File: src/hdl/dpr_div.sv
// Pipelined restoring divider, one quotient bit per stage, with overflow flag.
// Standalone; used by disparity_to_point_reprojection.
module dpr_div #(
  parameter int NUM_W = 48,
  parameter int DEN_W = 24,
  parameter int Q_W   = 33
) (
  input  logic             clk,
  input  logic             en,
  input  logic [NUM_W-1:0] in_num,
  input  logic [DEN_W-1:0] in_den,
  output logic [Q_W-1:0]   out_q,
  output logic             out_ovf
);

  localparam int EXT_W = NUM_W + DEN_W;

  logic [EXT_W-1:0] hi_ext;
  logic             ovf_nxt;

  logic [DEN_W-1:0] rem_r [0:Q_W];
  logic [DEN_W-1:0] den_r [0:Q_W];
  logic [Q_W-1:0]   lo_r  [0:Q_W];
  logic [Q_W-1:0]   q_r   [0:Q_W];
  logic             ovf_r [0:Q_W];

  assign hi_ext  = {{DEN_W{1'b0}}, in_num} >> Q_W;
  assign ovf_nxt = hi_ext >= {{NUM_W{1'b0}}, in_den};

  always_ff @(posedge clk) begin
    if (en) begin
      rem_r[0] <= hi_ext[DEN_W-1:0];
      den_r[0] <= in_den;
      lo_r[0]  <= in_num[Q_W-1:0];
      q_r[0]   <= '0;
      ovf_r[0] <= ovf_nxt;
    end
  end

  for (genvar j = 0; j < Q_W; j++) begin : g_stage
    logic [DEN_W:0]   trial;
    logic [DEN_W:0]   diff;
    logic             ge;
    logic [DEN_W-1:0] rem_nxt;

    assign trial   = {rem_r[j], lo_r[j][Q_W-1]};
    assign diff    = trial - {1'b0, den_r[j]};
    assign ge      = trial >= {1'b0, den_r[j]};
    assign rem_nxt = ge ? diff[DEN_W-1:0] : trial[DEN_W-1:0];

    always_ff @(posedge clk) begin
      if (en) begin
        rem_r[j+1] <= rem_nxt;
        den_r[j+1] <= den_r[j];
        lo_r[j+1]  <= lo_r[j] << 1;
        q_r[j+1]   <= {q_r[j][Q_W-2:0], ge};
        ovf_r[j+1] <= ovf_r[j];
      end
    end
  end

  assign out_q   = q_r[Q_W];
  assign out_ovf = ovf_r[Q_W];

endmodule

File: config.mk
export PLATFORM = sky130hd
export DESIGN_NAME = dpr_div
export DESIGN_NICKNAME = d
export VERILOG_FILES = /design/src/hdl/dpr_div.sv
export SDC_FILE = /design/constraint.sdc
export NUM_CORES = 2
export LEC_CHECK = 0
export BUFFER_PORTS_ARGS = -buffer_cell sky130_fd_sc_hd__buf_2
export CORE_MARGIN = 1
export CORE_UTILIZATION = 58
export CTS_CLUSTER_DIAMETER = 60
export CTS_CLUSTER_SIZE = 24
export DETAILED_ROUTE_END_ITERATION = 12
export GPL_TIMING_DRIVEN = 0
export PLACE_DENSITY = 0.77
export SETUP_SLACK_MARGIN = 0.15
export SYNTH_ARGS = -nofsm -noshare
export SYNTH_HDL_FRONTEND = slang
export SYNTH_SLANG_ARGS = --single-unit
File: constraint.sdc
create_clock -name clk -period 3.6 [get_ports clk]
set_input_delay 0.18 -clock clk [delete_from_list [all_inputs] [get_ports clk]]
set_output_delay 0.18 -clock clk [all_outputs]
set_load 0.01 [all_outputs]
**Yosys cells after proc, flatten, opt, wreduce, memory -nomap -nowiden**

Memory sizes are Yosys's and may differ from the RTL's.
Index checks and enable logic that the tools add are counted.

- RAM bits: 3,910
- Logic and storage cells: 107
- Output and inout port bits: 34
- Memories kept: 5
- Bits of input ports: 74
- Register bits: 0

- Order comparisons: 34
- Multiplexer cells: 35
- Add/subtract/negate cells: 33

Memories:

| memory | words | bits a word | read ports | clocked after memory_dff | wr ports | RTL line | RTL |
|---|---|---|---|---|---|---|---|
| lo_r | 34 | 33 | 33 | 0 | 34 | 23 | `logic [Q_W-1:0] lo_r [0:Q_W];` |
| q_r | 34 | 33 | 34 | 0 | 34 | 24 | `logic [Q_W-1:0] q_r [0:Q_W];` |
| den_r | 34 | 24 | 33 | 0 | 34 | 22 | `logic [DEN_W-1:0] den_r [0:Q_W];` |
| rem_r | 34 | 24 | 33 | 0 | 34 | 21 | `logic [DEN_W-1:0] rem_r [0:Q_W];` |
| ovf_r | 34 | 1 | 34 | 0 | 34 | 25 | `logic ovf_r [0:Q_W];` |

Operators by type and width:

| cell | number |
|---|---|
| greater-or-equal comparator 25 x 24 -> 1 bit | 33 |
| 2-to-1 mux 24 bit | 33 |
| subtractor 24 bit | 33 |
| greater-or-equal comparator 15 x 24 -> 1 bit | 1 |
| 2-to-1 mux 1 bit | 2 |

**Depth between registers and ports, before layout**

An unclocked memory read counts as a cell.

- Depth after elaboration: 3
- Mapped depth: 16
- Depth with buffers taken out: 14

**Worst setup path before layout**

Ideal clock, no wire load.

- Path type: flip-flop to flip-flop
- Start point: memory rem_r[29][3]
- End point: memory rem_r[30][16], data pin
- Buffers on the path: 1
- Clock period less this slack: 3.640 ns
- Cell stages (with the launch flop): 14
- Data arrival time: 3.378 ns
- Slack: -0.040 ns
- Setup time: 0.262 ns
- Required time: 3.338 ns
- Cells stage by stage: edfxtp_1 -> ha_1 -> a21o_1 -> or4_1 -> o2bb2ai_1 -> o21ai_1 -> a21oi_2 -> a211oi_1 -> a211o_1 -> a21oi_1 -> o41ai_1 -> a211oi_4 -> buf_6 -> mux2_1

RTL lines:

| what | RTL line |
|---|---|
| start, declared | 21 |

==> flow_metrics.env <==
export IMPL_run_status="complete, but fails checks"
export IMPL_violations="setup timing"
export IMPL_rsz0062_at_grt="true"
export IMPL_yosys_warnings=0
export IMPL_core_area_sq_mm=0.2206
export IMPL_power_internal_w=0.08337
export IMPL_p_total_w=0.1301
export IMPL_grtUsageTotal=0.2354
export IMPL_die_x_um=473.9
export IMPL_routed_via_density=5.771
export IMPL_highest_layer="met4"
export IMPL_ys_top_cells_by_area="edfxtp_1 63%, ha_1 7.7%, inv_1 2.8%"
export IMPL_relSlewSlack=0.2773
export IMPL_gr_total_overflow=0
export IMPL_drt_wl_total_mm=271.8
export IMPL_die_h_um=473.9
export IMPL_postSynthCellCount=9623
export IMPL_first_global_vias=76690
export IMPL_hold_viol=0
export IMPL_cts_tree="done"
export IMPL_synth_area_sq_mm=0.1292
export IMPL_place_gp_congestion=0.9327
export IMPL_power_switching_w=0.04674
export IMPL_grt_max_degree=191
export IMPL_synth_cell_type_count=90
export IMPL_first_pass_iters=7
export IMPL_combinationalPowerShare=0.457
export IMPL_setup_ws_ps=-229.8
export IMPL_num_rows=172
export IMPL_timing_rr_end="rem_r[12][7]"
export IMPL_ant_nets=0
export IMPL_fin_crit_ps=3830
export IMPL_rrSetupSlack_ps=-230
export IMPL_worst_setup_path_start_kind="flop"
export IMPL_clock_sinks=2731
export IMPL_grt_pass1_wl_mm=415.2
export IMPL_pre_cts_ws_ps=-1037
export IMPL_drive_gt1_frac=0.1773
export IMPL_critPathKind="flop to flop"
export IMPL_yosysMostFrequentCell="edfxtp_1"
export IMPL_p_clk_frac=0.173
export IMPL_pwr_density_cell_mw_per_mm2=868.9
export IMPL_hold_class="input port to flop"
export IMPL_final_core_util=0.6788
export IMPL_die_area_sq_mm=0.2246
export IMPL_worst_setup_path_end_kind="flop"
export IMPL_antenna_found_initial=3
export IMPL_fin_crit_sh=1.064
export IMPL_arrival_ps=4400
export IMPL_area_growth_pct=15.94
export IMPL_tightest_slew_ps=1084
export IMPL_maxSlewViolCount=0
export IMPL_drt_iter0_markers=5756
export IMPL_io_buffers=107
export IMPL_n_fill_cell=15200
export IMPL_ys_seq_elements=2731
export IMPL_finalSetupTns_ps=-9643
export IMPL_dp_hpwl_mm=187.6
export IMPL_hold_depth=2
export IMPL_dr_wl_met3_mm=11.39
export IMPL_cts_buffers=187
export IMPL_clock_path_buffers=3
export IMPL_synth_common_cells="2731 x edfxtp_1, 966 x inv_1, 799 x ha_1"
export IMPL_cap_violations=0
export IMPL_async_reset_ff_frac=0
export IMPL_num_vias=77890
export IMPL_max_clock_freq_mhz=261.1
export IMPL_worstHoldEndpoint="lo_r[0][29]"
export IMPL_synth_edf_count=2731
export IMPL_finalSetupViolations=63
export IMPL_ys_flop_type="edfxtp_1"
export IMPL_cp_required_ps=4170
export IMPL_clock_latency_ps=840
export IMPL_cp_max_fo=10
export IMPL_reg2reg_from="den_r[11][1]"
export IMPL_ioPinCount=108
export IMPL_synth_top_area_frac=0.6350
export IMPL_start_util=0.5855
export IMPL_drc=0
export IMPL_syn_avg_cell_area_sq_um=13.42
export IMPL_min_delay_start="in_num[29]"
export IMPL_seq_power_share=0.370
export IMPL_syn_nets=10530
export IMPL_synth_seq_area_share=0.6350
export IMPL_route_met2_wl_mm=134.7
export IMPL_synth_top_area_cell="edfxtp_1"
export IMPL_met1_length_mm=113.5
export IMPL_leakagePower_nw=59.18
export IMPL_p_sw_frac=0.3592
export IMPL_r2r_cells=15
export IMPL_cts_max_level=4
export IMPL_vdd_ir_drop_max_mv=0.4895
export IMPL_clock_skew_ps=34.28
export IMPL_clkSlewWorstSetupHoldPaths_ps=80
export IMPL_final_nets=11300
export IMPL_wl_per_cell_um=20.14
export IMPL_cts_root_buffer="clkbuf_16"
-- power by group through the flow --
| stage | registers, W | logic, W | clock network (W) |
|---|---|---|---|
| after floorplan | 0.0466 | 0.0354 | 0 |
| after global placement | 0.0502 | 0.0443 | 0 |
| after detailed placement | 0.0485 | 0.0465 | 0 |
| after CTS | 0.0480 | 0.0540 | 0.0231 |
| after global routing | 0.0487 | 0.0643 | 0.0242 |
| final | 0.0481 | 0.0594 | 0.0225 |
-- worst max path at each step --
stage / startpoint / endpoint / cells after the start
floorplan: den_r[11][1] / rem_r[12][10] / 14
global placement: en / q_r[33][28] / 1
detailed placement: den_r[30][1] / rem_r[31][22] / 13
CTS: rem_r[11][0] / rem_r[12][6] / 14
global route: den_r[11][1] / rem_r[12][7] / 15
finish: den_r[11][1] / rem_r[12][7] / 15
-- routing by layer --
metal  vias to the layer above  global-route usage
li1                      37200                   -
met1                     38150              0.3004
met3                       594             0.02847
met4                         0              0.1032
met5                         -                   0
met2                      1952              0.4041
-- layout make-up --
cell class / count / area, sq um / share of cell area
Inverter: 969 / 3661 / 0.02445
Tap cell: 2958 / 3701 / 0.02472
Multi-Input combinational cell: 5776 / 47220 / 0.3153
Clock inverter: 133 / 1675 / 0.01119
Antenna cell: 4 / 10.01 / 0.00006685
Sequential cell: 2731 / 82010 / 0.5477
Buffer: 147 / 1461 / 0.009760
Clock buffer: 197 / 4781 / 0.03193
Timing Repair Buffer: 583 / 5221 / 0.03487
-- per-stage QoR --
step | hold slack (ps) | cell area [sq um] | instances
detailed placement | 358.1 | 134000 | 12700
global placement | 356.3 | 133500 | 12690
floorplan | 278.9 | 129300 | 9623
finish | 62.84 | 149700 | 13500
CTS | 0.03797 | 146200 | 13330
global route | 9.134 | 149700 | 13500
-- placed cells by master (no fill, tap or decap), types with 36 or more instances in the layout --
cell type	instances
o21ai_0	360
mux2_4	180
a31oi_1	36
clkbuf_1	44
nand4_1	118
nand2_1	410
ha_4	53
o21a_1	103
inv_1	939
mux2_1	66
nand3_1	129
ha_1	727
buf_4	312
nand2b_1	106
buf_2	112
o21ai_2	46
o21bai_1	62
o21ai_1	60
xor2_1	238
nor2_1	461
edfxtp_1	2731
mux2_2	164
and3_1	51
a21oi_2	95
a21o_1	320
a21oi_1	561
nor2b_1	119
buf_6	42
clkbuf_16	203
dlygate4sd3_1	100
xnor2_1	383
nor3_1	98
-- timing repair --
item                       4_1_cts  5_1_grt
gates resized for setup        769      549
pin swaps                      151      231
hold buffers                   100        0
setup endpoints to repair      782     1095
setup buffers                  182      162
cloned                           9        7
hold endpoints to repair        90        0
-- cell families (layout without fill, tap and decap cells) --
| group | Yosys count | after routing | synth area share |
|---|---|---|---|
| muxes | 447 | 447 | 0.03911 |
| AOI/OAI and AO/OA | 2083 | 2083 | 0.1016 |
| adders and majority gates | 831 | 831 | 0.08236 |
| buffers and inverters | 1116 | 2029 | 0.03295 |
| other | 0 | 4 | 0 |
| DFF | 2731 | 2731 | 0.6350 |
| xor gates and xnor gates | 623 | 623 | 0.04225 |
| and+or+nand+nor | 1792 | 1792 | 0.06681 |
-- sequential cells by signal (all words and copies together), names as in the netlist --
register and count:
den_r 792, rem_r 783, q_r 561, ovf_r 34, lo_r 561
-- critical path, stage by stage (launching register included) --
cell	delay, ps
edfxtp_1	430
inv_2	100
ha_4	210
nor2b_4	120
o31a_1	270
o41a_1	380
o41ai_4	220
buf_4	190
nor3_2	50
o31ai_2	180
nand2b_1	140
a31o_4	260
a311oi_4	330
o21ai_4	160
buf_8	210
mux2_4	310
(Power assumes the default switching activity.)
